$ cat src/hdl/mu8d_pkg.sv
// Shared types, constants and the code point encoder for the modified UTF-8 decoder.
package mu8d_pkg;

    localparam int QUEUE_DEPTH = 4;
    localparam int MAX_JOB_BYTES = 6;

    localparam logic [20:0] REPLACEMENT_CP = 21'h00FFFD;
    localparam logic [3:0][7:0] REPLACEMENT_UTF8 = {8'h00, 8'hBD, 8'hBF, 8'hEF};

    localparam logic [5:0] HIGH_SURR_TAG = 6'b110110;
    localparam logic [5:0] LOW_SURR_TAG = 6'b110111;
    localparam logic [20:0] SUPPLEMENTARY_BASE = 21'h010000;

    typedef struct packed {
        logic [MAX_JOB_BYTES-1:0][7:0] bytes;
        logic [2:0] count;
        logic malformed;
        logic eos;
    } job_t;

    typedef struct packed {
        logic [3:0][7:0] bytes;
        logic [2:0] len;
    } enc_t;

    function automatic enc_t encode_cp(input logic [20:0] cp);
        enc_t e;
        begin
            e.bytes = '0;
            if (cp < 21'h000080) begin
                e.bytes[0] = cp[7:0];
                e.len = 3'd1;
            end else if (cp < 21'h000800) begin
                e.bytes[0] = {3'b110, cp[10:6]};
                e.bytes[1] = {2'b10, cp[5:0]};
                e.len = 3'd2;
            end else if (cp < 21'h010000) begin
                e.bytes[0] = {4'b1110, cp[15:12]};
                e.bytes[1] = {2'b10, cp[11:6]};
                e.bytes[2] = {2'b10, cp[5:0]};
                e.len = 3'd3;
            end else begin
                e.bytes[0] = {5'b11110, cp[20:18]};
                e.bytes[1] = {2'b10, cp[17:12]};
                e.bytes[2] = {2'b10, cp[11:6]};
                e.bytes[3] = {2'b10, cp[5:0]};
                e.len = 3'd4;
            end
            return e;
        end
    endfunction

endpackage

$ cat src/hdl/mu8d_front.sv
// Front end: decodes input bytes into units, pairs surrogates and builds output byte jobs.
module mu8d_front (
    input  logic             clk,
    input  logic             rst_n,
    input  logic             in_valid,
    input  logic             in_ready,
    input  logic [7:0]       data_byte,
    input  logic             last,
    output logic             push,
    output mu8d_pkg::job_t   push_job
);

    logic [1:0]  cont_reg, cont_next;
    logic [15:0] acc_reg, acc_next;
    logic [9:0]  hs_reg, hs_next;
    logic        held_reg, held_next;
    logic        drop_reg, drop_next;

    logic        err;
    logic        unit_ok;
    logic [15:0] unit;
    logic [15:0] acc_step;
    logic        pre_fffd;
    logic        emit_cp;
    logic        post_fffd;
    logic [20:0] cp;
    mu8d_pkg::enc_t enc;
    logic [2:0]  p0;
    logic [2:0]  p1;
    logic [2:0]  ii;
    logic        accept;

    assign accept = in_valid && in_ready;

    always_comb
    begin
        cont_next = cont_reg;
        acc_next  = acc_reg;
        hs_next   = hs_reg;
        held_next = held_reg;
        drop_next = drop_reg;
        err       = 1'b0;
        unit_ok   = 1'b0;
        unit      = '0;
        acc_step  = {acc_reg[9:0], data_byte[5:0]};
        pre_fffd  = 1'b0;
        emit_cp   = 1'b0;
        post_fffd = 1'b0;
        cp        = '0;

        if (drop_reg)
        begin
            if (last)
            begin
                drop_next = 1'b0;
                cont_next = '0;
                acc_next  = '0;
                hs_next   = '0;
                held_next = 1'b0;
            end
        end
        else
        begin
            if (cont_reg == 2'd0)
            begin
                if (!data_byte[7])
                begin
                    unit_ok = 1'b1;
                    unit    = {8'h00, data_byte};
                end
                else if (data_byte[7:5] == 3'b110)
                begin
                    acc_next  = {11'h000, data_byte[4:0]};
                    cont_next = 2'd1;
                end
                else if (data_byte[7:4] == 4'b1110)
                begin
                    acc_next  = {12'h000, data_byte[3:0]};
                    cont_next = 2'd2;
                end
                else
                begin
                    err = 1'b1;
                end
            end
            else if (data_byte[7:6] != 2'b10)
            begin
                err = 1'b1;
            end
            else
            begin
                cont_next = cont_reg - 2'd1;
                if (cont_next == 2'd0)
                begin
                    unit_ok  = 1'b1;
                    unit     = acc_step;
                    acc_next = '0;
                end
                else
                begin
                    acc_next = acc_step;
                end
            end

            if (!err && last && cont_next != 2'd0)
            begin
                err = 1'b1;
            end

            if (unit_ok)
            begin
                if (unit[15:10] == mu8d_pkg::HIGH_SURR_TAG)
                begin
                    pre_fffd  = held_reg;
                    hs_next   = unit[9:0];
                    held_next = 1'b1;
                end
                else if (unit[15:10] == mu8d_pkg::LOW_SURR_TAG)
                begin
                    emit_cp = 1'b1;
                    if (held_reg)
                    begin
                        cp = mu8d_pkg::SUPPLEMENTARY_BASE + {1'b0, hs_reg, unit[9:0]};
                        held_next = 1'b0;
                        hs_next   = '0;
                    end
                    else
                    begin
                        cp = mu8d_pkg::REPLACEMENT_CP;
                    end
                end
                else
                begin
                    pre_fffd  = held_reg;
                    held_next = 1'b0;
                    hs_next   = '0;
                    emit_cp   = 1'b1;
                    cp        = {5'b00000, unit};
                end
            end

            if (err)
            begin
                cont_next = '0;
                acc_next  = '0;
                hs_next   = '0;
                held_next = 1'b0;
                drop_next = !last;
                pre_fffd  = 1'b0;
                emit_cp   = 1'b0;
            end
            else if (last)
            begin
                post_fffd = held_next;
                cont_next = '0;
                acc_next  = '0;
                hs_next   = '0;
                held_next = 1'b0;
            end
        end
    end

    assign enc = mu8d_pkg::encode_cp(cp);
    assign p0  = pre_fffd ? 3'd3 : 3'd0;
    assign p1  = p0 + (emit_cp ? enc.len : 3'd0);

    always_comb
    begin
        ii = '0;
        push_job = '0;
        if (err)
        begin
            push_job.bytes[0]  = 8'h00;
            push_job.count     = 3'd1;
            push_job.malformed = 1'b1;
            push_job.eos       = last;
        end
        else
        begin
            for (int i = 0; i < mu8d_pkg::MAX_JOB_BYTES; i++)
            begin
                ii = 3'(i);
                if (ii < p0)
                begin
                    push_job.bytes[i] = mu8d_pkg::REPLACEMENT_UTF8[ii[1:0]];
                end
                else if (ii < p1)
                begin
                    push_job.bytes[i] = enc.bytes[2'(ii - p0)];
                end
                else
                begin
                    push_job.bytes[i] = mu8d_pkg::REPLACEMENT_UTF8[2'(ii - p1)];
                end
            end
            push_job.count     = p1 + (post_fffd ? 3'd3 : 3'd0);
            push_job.malformed = 1'b0;
            push_job.eos       = last;
        end
    end

    assign push = accept && (push_job.count != 3'd0);

    always_ff @(posedge clk or negedge rst_n)
    begin
        if (!rst_n)
        begin
            cont_reg <= '0;
            acc_reg  <= '0;
            hs_reg   <= '0;
            held_reg <= 1'b0;
            drop_reg <= 1'b0;
        end
        else if (accept)
        begin
            cont_reg <= cont_next;
            acc_reg  <= acc_next;
            hs_reg   <= hs_next;
            held_reg <= held_next;
            drop_reg <= drop_next;
        end
    end

    assert property (@(posedge clk) disable iff (!rst_n) cont_reg != 2'd3)
        else $error("continuation count out of range");

    assert property (@(posedge clk) disable iff (!rst_n)
        drop_reg |-> (cont_reg == 2'd0 && !held_reg))
        else $error("decoder state not cleared while dropping a malformed string");

endmodule

$ cat src/hdl/mu8d_queue.sv
// Job queue between the decoding front end and the byte output back end.
module mu8d_queue #(
    parameter int DEPTH = mu8d_pkg::QUEUE_DEPTH
) (
    input  logic           clk,
    input  logic           rst_n,
    input  logic           push,
    input  mu8d_pkg::job_t push_job,
    input  logic           pop,
    output mu8d_pkg::job_t head_job,
    output logic           not_empty,
    output logic           full
);

    localparam int PW = (DEPTH > 1) ? $clog2(DEPTH) : 1;
    localparam int CW = $clog2(DEPTH + 1);

    mu8d_pkg::job_t entries_reg [DEPTH];
    logic [PW-1:0] wr_ptr_reg, wr_ptr_next;
    logic [PW-1:0] rd_ptr_reg, rd_ptr_next;
    logic [CW-1:0] count_reg, count_next;

    assign not_empty = count_reg != '0;
    assign full      = count_reg == CW'(DEPTH);
    assign head_job  = entries_reg[rd_ptr_reg];

    always_comb
    begin
        wr_ptr_next = wr_ptr_reg;
        rd_ptr_next = rd_ptr_reg;
        count_next  = count_reg;
        if (push)
        begin
            wr_ptr_next = (wr_ptr_reg == PW'(DEPTH - 1)) ? '0 : wr_ptr_reg + 1'b1;
        end
        if (pop)
        begin
            rd_ptr_next = (rd_ptr_reg == PW'(DEPTH - 1)) ? '0 : rd_ptr_reg + 1'b1;
        end
        if (push && !pop)
        begin
            count_next = count_reg + 1'b1;
        end
        else if (pop && !push)
        begin
            count_next = count_reg - 1'b1;
        end
    end

    always_ff @(posedge clk)
    begin
        if (push)
        begin
            entries_reg[wr_ptr_reg] <= push_job;
        end
    end

    always_ff @(posedge clk or negedge rst_n)
    begin
        if (!rst_n)
        begin
            wr_ptr_reg <= '0;
            rd_ptr_reg <= '0;
            count_reg  <= '0;
        end
        else
        begin
            wr_ptr_reg <= wr_ptr_next;
            rd_ptr_reg <= rd_ptr_next;
            count_reg  <= count_next;
        end
    end

    assert property (@(posedge clk) disable iff (!rst_n) full |-> !push)
        else $error("job pushed into a full queue");

    assert property (@(posedge clk) disable iff (!rst_n) !not_empty |-> !pop)
        else $error("job popped from an empty queue");

endmodule

$ cat src/hdl/mu8d_back.sv
// Back end: sends the bytes of each queued job through the output register.
module mu8d_back (
    input  logic           clk,
    input  logic           rst_n,
    input  mu8d_pkg::job_t head_job,
    input  logic           not_empty,
    output logic           pop,
    output logic           out_valid,
    input  logic           out_ready,
    output logic [7:0]     out_byte,
    output logic           malformed,
    output logic           end_of_string
);

    logic       valid_reg, valid_next;
    logic [2:0] idx_reg, idx_next;
    logic [7:0] byte_reg, byte_next;
    logic       malformed_reg, malformed_next;
    logic       eos_reg, eos_next;
    logic       load;
    logic       take;
    logic       job_done;

    assign load     = !valid_reg || out_ready;
    assign take     = load && not_empty;
    assign job_done = idx_reg == (head_job.count - 3'd1);
    assign pop      = take && job_done;

    always_comb
    begin
        valid_next     = valid_reg;
        idx_next       = idx_reg;
        byte_next      = byte_reg;
        malformed_next = malformed_reg;
        eos_next       = eos_reg;
        if (load)
        begin
            valid_next = not_empty;
        end
        if (take)
        begin
            byte_next      = head_job.bytes[idx_reg];
            malformed_next = head_job.malformed;
            eos_next       = head_job.eos && job_done;
            idx_next       = job_done ? 3'd0 : idx_reg + 3'd1;
        end
    end

    always_ff @(posedge clk or negedge rst_n)
    begin
        if (!rst_n)
        begin
            valid_reg <= 1'b0;
            idx_reg   <= '0;
        end
        else
        begin
            valid_reg <= valid_next;
            idx_reg   <= idx_next;
        end
    end

    always_ff @(posedge clk)
    begin
        byte_reg      <= byte_next;
        malformed_reg <= malformed_next;
        eos_reg       <= eos_next;
    end

    assign out_valid     = valid_reg;
    assign out_byte      = byte_reg;
    assign malformed     = malformed_reg;
    assign end_of_string = eos_reg;

    assert property (@(posedge clk) disable iff (!rst_n)
        (valid_reg && malformed_reg) |-> (byte_reg == 8'h00 && idx_reg == 3'd0))
        else $error("malformed result carries data or is not a single-byte job");

    assert property (@(posedge clk) disable iff (!rst_n)
        not_empty |-> (idx_reg < head_job.count))
        else $error("byte index runs past the end of the head job");

endmodule

$ cat src/hdl/modified_utf8_to_utf8_decoder_top.sv
// Top level of the modified UTF-8 to standard UTF-8 stream decoder.
// Accepts one input byte per cycle whenever the job queue has room and emits one
// standard UTF-8 byte per cycle while out_ready is high. An input byte that yields
// k output bytes (0 to 6) presents them on the output port one after another;
// ordinary text yields no more output bytes than input bytes and so streams at one
// byte per cycle. The queue of QUEUE_DEPTH jobs absorbs bursts of multi-byte
// output, and the first output byte of a job is written into the queue and then
// loaded into the output register.
module modified_utf8_to_utf8_decoder_top #(
    parameter int QUEUE_DEPTH = mu8d_pkg::QUEUE_DEPTH
) (
    input  logic       clk,
    input  logic       rst_n,
    input  logic       in_valid,
    output logic       in_ready,
    input  logic [7:0] data_byte,
    input  logic       last,
    output logic       out_valid,
    input  logic       out_ready,
    output logic [7:0] out_byte,
    output logic       malformed,
    output logic       end_of_string
);

    logic           push;
    mu8d_pkg::job_t push_job;
    logic           pop;
    mu8d_pkg::job_t head_job;
    logic           not_empty;
    logic           full;

    assign in_ready = !full;

    mu8d_front u_front (
        .clk       (clk),
        .rst_n     (rst_n),
        .in_valid  (in_valid),
        .in_ready  (in_ready),
        .data_byte (data_byte),
        .last      (last),
        .push      (push),
        .push_job  (push_job)
    );

    mu8d_queue #(
        .DEPTH (QUEUE_DEPTH)
    ) u_queue (
        .clk       (clk),
        .rst_n     (rst_n),
        .push      (push),
        .push_job  (push_job),
        .pop       (pop),
        .head_job  (head_job),
        .not_empty (not_empty),
        .full      (full)
    );

    mu8d_back u_back (
        .clk           (clk),
        .rst_n         (rst_n),
        .head_job      (head_job),
        .not_empty     (not_empty),
        .pop           (pop),
        .out_valid     (out_valid),
        .out_ready     (out_ready),
        .out_byte      (out_byte),
        .malformed     (malformed),
        .end_of_string (end_of_string)
    );

endmodule
$ cat config.mk
export PLATFORM = sky130hd
export DESIGN_NAME = modified_utf8_to_utf8_decoder_top
export DESIGN_NICKNAME = d
export VERILOG_FILES = /design/src/hdl/mu8d_pkg.sv /design/src/hdl/mu8d_front.sv /design/src/hdl/mu8d_queue.sv /design/src/hdl/mu8d_back.sv /design/src/hdl/modified_utf8_to_utf8_decoder_top.sv
export SDC_FILE = /design/constraint.sdc
export NUM_CORES = 1
export LEC_CHECK = 0
export ABC_AREA = 1
export ABC_CLOCK_PERIOD_IN_PS = 10300
export BUFFER_PORTS_ARGS = -buffer_cell sky130_fd_sc_hd__buf_2
export CAP_MARGIN = 20
export CELL_PAD_IN_SITES_DETAIL_PLACEMENT = 1
export CELL_PAD_IN_SITES_GLOBAL_PLACEMENT = 2
export CORE_MARGIN = 2
export CORE_UTILIZATION = 30
export CTS_BUF_LIST = sky130_fd_sc_hd__clkbuf_8
export DETAILED_ROUTE_END_ITERATION = 8
export GPL_TIMING_DRIVEN = 0
export PLACE_DENSITY = 0.63
export SYNTH_ARGS = -nofsm -noshare
export SYNTH_HDL_FRONTEND = slang
export SYNTH_SLANG_ARGS = --single-unit
$ cat constraint.sdc
create_clock -name clk -period 10.3 [get_ports clk]
set_clock_uncertainty 0.05 [all_clocks]
set_input_delay 0 -clock clk [delete_from_list [all_inputs] [get_ports clk]]
set_output_delay 0 -clock clk [all_outputs]
set_load 0.005 [all_outputs]
# ---- Yosys cells after proc, flatten, opt, wreduce, memory -nomap -nowiden
# Memories as Yosys holds them, arrays and structs flattened.
# Cells that the tools add are included.
dict set report word_totals {
  memories 1
  input_bits 13
  ff_bits 45
  mem_bits_rw 212
  word_cells 233
  out_inout_bits 12
}
# name depth width read_ports rd_ports_with_merged_regs wr line_no
set memory_table {}
lappend memory_table {u_queue.entries_reg 4 53 1 0 1 mu8d_queue.sv:18} ;# mu8d_pkg::job_t entries_reg [DEPTH];
dict set report op_classes {
  reduce_logical 26
  order_cmp 28
  addsub 22
  mux 129
  n_eq_ne 14
}
# cell count
set op_table {}
lappend op_table {{2-to-1 mux 8 bit} 26}
lappend op_table {{binary-select mux 8 bit (select 2 bit)} 12}
lappend op_table {{2-to-1 mux 10 bit} 18}
lappend op_table {{2-to-1 mux 21 bit} 5}
lappend op_table {{2-to-1 mux 16 bit} 5}
lappend op_table {{2-to-1 mux 40 bit} 1}
lappend op_table {{2-to-1 mux 1 bit} 37}
lappend op_table {{less-than comparator 2 x 3 -> 1 bit, second input constant} 12}
lappend op_table {{2-to-1 mux 2 bit} 14}
lappend op_table {{2-to-1 mux 25 bit} 1}
lappend op_table {{binary-select mux 8 bit (select 3 bit)} 1}
lappend op_table {{2-to-1 mux 24 bit} 1}
lappend op_table {{adder 17 x 20 -> 21 bit, first input constant} 1}
lappend op_table {{less-than comparator 21 x 12 -> 1 bit, second input constant} 1}
lappend op_table {{less-than comparator 21 x 17 -> 1 bit, second input constant} 1}
lappend op_table {{less-than comparator 21 x 8 -> 1 bit, second input constant} 1}
lappend op_table {{2-to-1 mux 19 bit} 1}
lappend op_table {{subtractor 1 x 2 -> 2 bit, first input constant} 8}
lappend op_table {{2-to-1 mux 13 bit} 1}
lappend op_table {{equality test 6 bit, second input constant} 2}
lappend op_table {{less-than comparator 1 x 3 -> 1 bit, first input constant} 4}
lappend op_table {{less-than comparator 2 x 3 -> 1 bit, first input constant} 4}
lappend op_table {{less-than comparator 3 bit, first input constant} 4}
lappend op_table {{2-to-1 mux 3 bit} 4}
lappend op_table {{other kinds (28)} 54}

# ---- Logic depth before layout (Yosys ltp)
dict set report depth {
  depth_word 30
  ltp_mapped 33
  depth_no_buf 32
}

# ---- Hierarchy
# A second synthesis with hierarchy kept.
dict set report hier_totals {
  hier_cells 1440
  hier_area_um2 13391.6
}
# mod seq_area_each_um2 cells_each n_inst area_per_inst_um2
set by_module_without_submodules {}
lappend by_module_without_submodules {mu8d_queue 6541.3 671 1 8769.7}
lappend by_module_without_submodules {mu8d_front 600.6 616 1 3560.9}
lappend by_module_without_submodules {mu8d_back 400.4 152 1 1057.3}
lappend by_module_without_submodules {modified_utf8_to_utf8_decoder_top 0.0 1 1 3.8}

# ---- Worst setup path before layout
# Ideal clock, no wire load.
dict set report synth_path {
  path_type {flip-flop to flip-flop}
  startpoint {register u_front.cont_reg[0]}
  endpoint {memory u_queue.entries_reg[0][0] (netlist name), enable pin}
  path_stages_with_launch 27
  required_ns 9.786
  setup_slack_ns 3.659
  n_path_buf 1
  arrival_time_ns 6.127
  synth_period_minus_slack_ns 6.641
  setup_time_ns 0.464
  path_cell_list {dfrtp_1 inv_1 ha_1 inv_2 nand2_1 nor2_4 nand3_2 nor2_1 nand3_1 nand3_1 nand2_1 inv_1 nand2_1 nor2_8 inv_2 buf_6 nand2_1 a21oi_1 ha_1 fa_1 inv_1 fa_1 inv_1 nor2_1 nand2_1 nand2_2 nor2_1}
}
dict set report synth_between {
  elab_chain_len 24
  elab_cells_between_ends 64
  classes_between {add/sub (4); order compare (3); eq/ne (2); mux (47); reduce/logical (8)}
}
# item line_no
set synth_lines {}
lappend synth_lines {{start, declared} mu8d_front.sv:13} ;# logic [1:0] cont_reg, cont_next;
lappend synth_lines {{start signal, assigned} mu8d_front.sv:216} ;# cont_reg <= cont_next;
lappend synth_lines {{subtractor 2 x 1 -> 2 bit} mu8d_front.sv:92} ;# cont_next = cont_reg - 2'd1;
lappend synth_lines {{logical NOT 2 bit} mu8d_front.sv:93} ;# if (cont_next == 2'd0)
lappend synth_lines {{2-to-1 mux 16 bit} mu8d_front.sv:93}
lappend synth_lines {{2-to-1 mux 16 bit} mu8d_front.sv:86} ;# else if (data_byte[7:6] != 2'b10)
lappend synth_lines {{2-to-1 mux 16 bit} mu8d_front.sv:64} ;# if (cont_reg == 2'd0)
lappend synth_lines {{2-to-1 mux 16 bit} mu8d_front.sv:51} ;# if (drop_reg)
lappend synth_lines {{adder 17 x 20 -> 21 bit} mu8d_front.sv:123} ;# cp = mu8d_pkg::SUPPLEMENTARY_BASE + {1'b0, hs_reg, unit[9:0]};
lappend synth_lines {{2-to-1 mux 21 bit} mu8d_front.sv:121} ;# if (held_reg)
lappend synth_lines {{[... 8 more ...]} n/a}
lappend synth_lines {{2-to-1 mux 3 bit} mu8d_front.sv:165} ;# assign p1 = p0 + (emit_cp ? enc.len : 3'd0);
lappend synth_lines {{adder 2 x 3 -> 3 bit} mu8d_front.sv:165}
lappend synth_lines {{adder 3 x 2 -> 3 bit} mu8d_front.sv:196} ;# push_job.count = p1 + (post_fffd ? 3'd3 : 3'd0);
lappend synth_lines {{2-to-1 mux 13 bit (*)} mu8d_front.sv:171} ;# if (err)
lappend synth_lines {{nonzero test 3 bit (*)} mu8d_front.sv:202} ;# assign push = accept && (push_job.count != 3'd0);
lappend synth_lines {{logical AND 1 bit (*)} mu8d_front.sv:202}
lappend synth_lines {{2-to-1 mux 1 bit (*)} mu8d_queue.sv:52} ;# if (push)
lappend synth_lines {{2-to-1 mux 1 bit (not written as such) (*)} mu8d_queue.sv:54} ;# entries_reg[wr_ptr_reg] <= push_job;
lappend synth_lines {{end, declared} mu8d_queue.sv:18}
# Every way passes the cells marked *; elsewhere a longest branch is shown, timed or not. The select of a mux whose other input is x is not followed.

# ---- Worst setup path in the final report
dict set report layout_path {
  startpoint {register u_front.cont_reg[0]}
  endpoint {register u_queue.count_reg[2]}
}
dict set report layout_between {
  elab_chain_len 25
  elab_cells_between_ends 67
  classes_between {add/sub (4); order compare (3); eq/ne (2); mux (46); reduce/logical (12)}
}
# item line_no
set layout_lines {}
lappend layout_lines {{subtractor 2 x 1 -> 2 bit} mu8d_front.sv:92}
lappend layout_lines {{logical NOT 2 bit} mu8d_front.sv:93}
lappend layout_lines {{2-to-1 mux 16 bit} mu8d_front.sv:93}
lappend layout_lines {{2-to-1 mux 16 bit} mu8d_front.sv:86}
lappend layout_lines {{2-to-1 mux 16 bit} mu8d_front.sv:64}
lappend layout_lines {{2-to-1 mux 16 bit} mu8d_front.sv:51}
lappend layout_lines {{adder 17 x 20 -> 21 bit} mu8d_front.sv:123}
lappend layout_lines {{2-to-1 mux 21 bit} mu8d_front.sv:121}
lappend layout_lines {{[... 10 more ...]} n/a}
lappend layout_lines {{adder 3 x 2 -> 3 bit} mu8d_front.sv:196}
lappend layout_lines {{2-to-1 mux 13 bit (*)} mu8d_front.sv:171}
lappend layout_lines {{nonzero test 3 bit (*)} mu8d_front.sv:202}
lappend layout_lines {{logical AND 1 bit (*)} mu8d_front.sv:202}
lappend layout_lines {{net push} modified_utf8_to_utf8_decoder_top.sv:25} ;# logic push;
lappend layout_lines {{logical NOT 1 bit} mu8d_queue.sv:44} ;# else if (pop && !push)
lappend layout_lines {{logical AND 1 bit} mu8d_queue.sv:44}
lappend layout_lines {{nonzero test 2 bit (no line)} n/a}
lappend layout_lines {{end signal, assigned} mu8d_queue.sv:70} ;# count_reg <= count_next;
lappend layout_lines {{end, declared} mu8d_queue.sv:21} ;# logic [CW-1:0] count_reg, count_next;
# The timed path passes the listed nets; every way through them passes the cells marked *. The select of a mux whose other input is x is not followed.
# A chain may end at the register's enable or synchronous reset.

==> out/qor.yml <==
status:
  outcome: "completed"
synth:
  synth_warnings: 0
  synth_edf_count: 222
  syn-num-nets: 1306
  ys.flop_type: "edfxtp_1"
  syn_inst: 1271
  synth_area_um2: 12600
  synth-async-reset-ratio_pct: 13.6
  ys_seq_area_share_pct: 59.7
  ys_types: 47
  synth_area_per_cell_um2: 9.94
  ys_ff_latch: 257
layout:
  areaGrowthSynthToFinish_pct: 15.8
  diodes: 0
  mostFrequentLayoutCells: "222 x edfxtp_1, 217 x nand2_1, 161 x nor2_1"
  final_layout_size_suffix_gt1_share_pct: 11.6
  largest_reg_flops: 212
  fin_nets: 1400
  final_common_cell: "edfxtp_1"
pwr:
  cellPowerDensity_nw_per_um2: 271
  internal-power_mw: 2.33
  total_power_mw: 3.97
  power.leakage_nw: 5.57
  switchingPower_mw: 1.63
  comb_power_share_pct: 39.0
  clockPowerShare_pct: 22.9
  switching_share_pct: 41.2
  ir_worst_vdd_v: 0.0000778
  power.share.sequential_pct: 38.1
cts:
  cts-root-buf: "clkbuf_8"
  clock_latency_ps: 600
  cts.clk_slew.worst_paths_ps: 60
  cts_setup_buffers: 0
  tritoncts: "built"
  cts_resized: 0
  cts_sinks: 257
  hold_buffers: 14
  clk_path_buf_depth: 3
  htree_levels: 2
  cts_buffers: 45
worst_setup_path:
  critical_path.max_fanout: 10
  required_ps: 10730
  slowest_stage: "fa_1"
  worstSetupEndpointType: "flop"
  cp_num_buf_inv: 8
  reg2reg_slack_ps: 4110
  cp_data_arrival_time_ps: 6630
  critPathTopFamily: "adder cells"
  startpoint: "u_front.cont_reg[0]"
  reg2reg_from: "u_front.cont_reg[0]"
  worst_path_most_repeated_cell: "nand2_1"
  path_class: "flop to flop"
  cp-start-kind: "flop"
  slowest_delay_ps: 640
grt:
  antenna_found_initial: 0
  grt_pass1_wl_mm: 65.6
  grt_pass1_vias: 10261
  grt_util_all_layers_pct: 20.3
  grt.overflow.total: 0
  grt_max_degree: 36
sta:
  relSlewSlack_pct: 39.6
  worst_hold_slack_ps: 20.6
  rsz0062_at_grt: "no"
  setup_viol: 0
  period_needed_ps: 6190
  max_freq_mhz: 161
  setup_slack_ps: 4110
  slew_violations: 0
  tns_ps: 0
  final-hold-violation-count: 0
  period_share_pct: 60.1
  tightest_slew_ps: 905
routing:
  wl_per_cell_um: 22.4
  drc: 0
  ant_nets: 0
  totalWireLength_mm: 43.4
  first_iter_violations: 638
  drt-vias-per-instance: 5.07
  dr.pass1.iters: 6
  vias: 9814
die:
  die_width_um: 209
  boundaryPins: 25
  initial_core_util_pct: 30.3
  die_y_um: 209
  fp-row-count: 75
  die-area_um2: 43800
  core_area_um2: 41800
hold_path:
  hold_class: "primary input to async pin"
run:
  max_cap_violations: 0
placement:
  hpwlAfterDp_mm: 31.6
  place_congestion: 0.796
  place_ws_ps: 3980
  io_buffer_count: 24
-- logic make-up after synthesis --
logic type	synth area share [%]
fa+ha+maj	2.36
buf+inv	5.42
simple gates	18.5
compound gates	13.5
flops	59.7
xor+xnor	0.485
-- per-stage QoR --
stage,cell area [um2],instances,util [%]
finish,14600,1935,35.0
global route,14600,1935,35.0
CTS,14600,1935,35.0
detailed placement,13600,1843,32.7
global placement,13400,1834,32.2
floorplan,12600,1271,-
-- per-layer routing --
layer,track usage (%),part of all wire [%]
met3,2.74,3.9
met1,26.3,45
met4,7.27,2.9
met5,0,0
met2,34.8,49
-- layout make-up --
type	instances	area [um2]
Fill cell	4774	27100
Sequential cell	257	7540
Multi-Input combinational cell	839	4450
Clock buffer	51	702
Tap cell	539	674
Inverter	118	443
Timing Repair Buffer	47	432
Buffer	57	241
Clock inverter	27	149
-- power by group through the flow --
stage	logic [mW]	registers [mW]	clock network, mW
after floorplan	0.881	1.53	0
after global placement	1.50	1.55	0
after detailed placement	1.56	1.53	0
after CTS	1.57	1.51	0.937
after global routing	1.72	1.53	0.980
final	1.55	1.51	0.909
-- Yosys cell counts, types with 2 or more instances --
master / count / area share [%]
nand2_1: 217 / 6.4
o21ai_1: 12 / 0.48
fa_1: 3 / 0.48
nand3_1: 87 / 3.4
a21oi_1: 37 / 1.5
nor2_8: 2 / 0.32
nor2_1: 165 / 4.9
buf_4: 2 / 0.12
nor3_1: 6 / 0.24
buf_6: 2 / 0.18
nand2_2: 8 / 0.40
o211ai_1: 20 / 1.2
inv_2: 17 / 0.50
clkbuf_1: 49 / 1.5
buf_2: 4 / 0.16
o21ai_2: 2 / 0.14
nor4_1: 2 / 0.099
o221ai_1: 29 / 2.0
o21ai_0: 131 / 5.2
nand4_1: 11 / 0.54
nand3_2: 6 / 0.48
dfrtp_1: 35 / 6.9
xnor2_1: 2 / 0.14
edfxtp_1: 222 / 53
ha_1: 19 / 1.9
nand3b_1: 3 / 0.18
clkinv_1: 5 / 0.15
nand2_4: 6 / 0.53
xor2_1: 5 / 0.35
inv_1: 96 / 2.9
a21boi_0: 2 / 0.12
o21a_1: 2 / 0.12
a31oi_1: 5 / 0.25
a21oi_4: 2 / 0.26
o22ai_1: 34 / 1.7
nor2_4: 8 / 0.71
a32o_1: 3 / 0.24
-- path summary, 6_finish.rpt --
kind / depth (start not counted) / endpoint
worst max-delay path: 32 / u_queue.count_reg[2]
max in group asynchronous: 2 / u_back.idx_reg[1]
worst min register to register: 2 / u_front.hs_reg[3]
min in group clk: 3 / u_back.out_valid
worst min-delay path: 2 / u_front.acc_reg[1]
worst max register to register: 32 / u_queue.count_reg[2]
(Power assumes the default switching activity.)
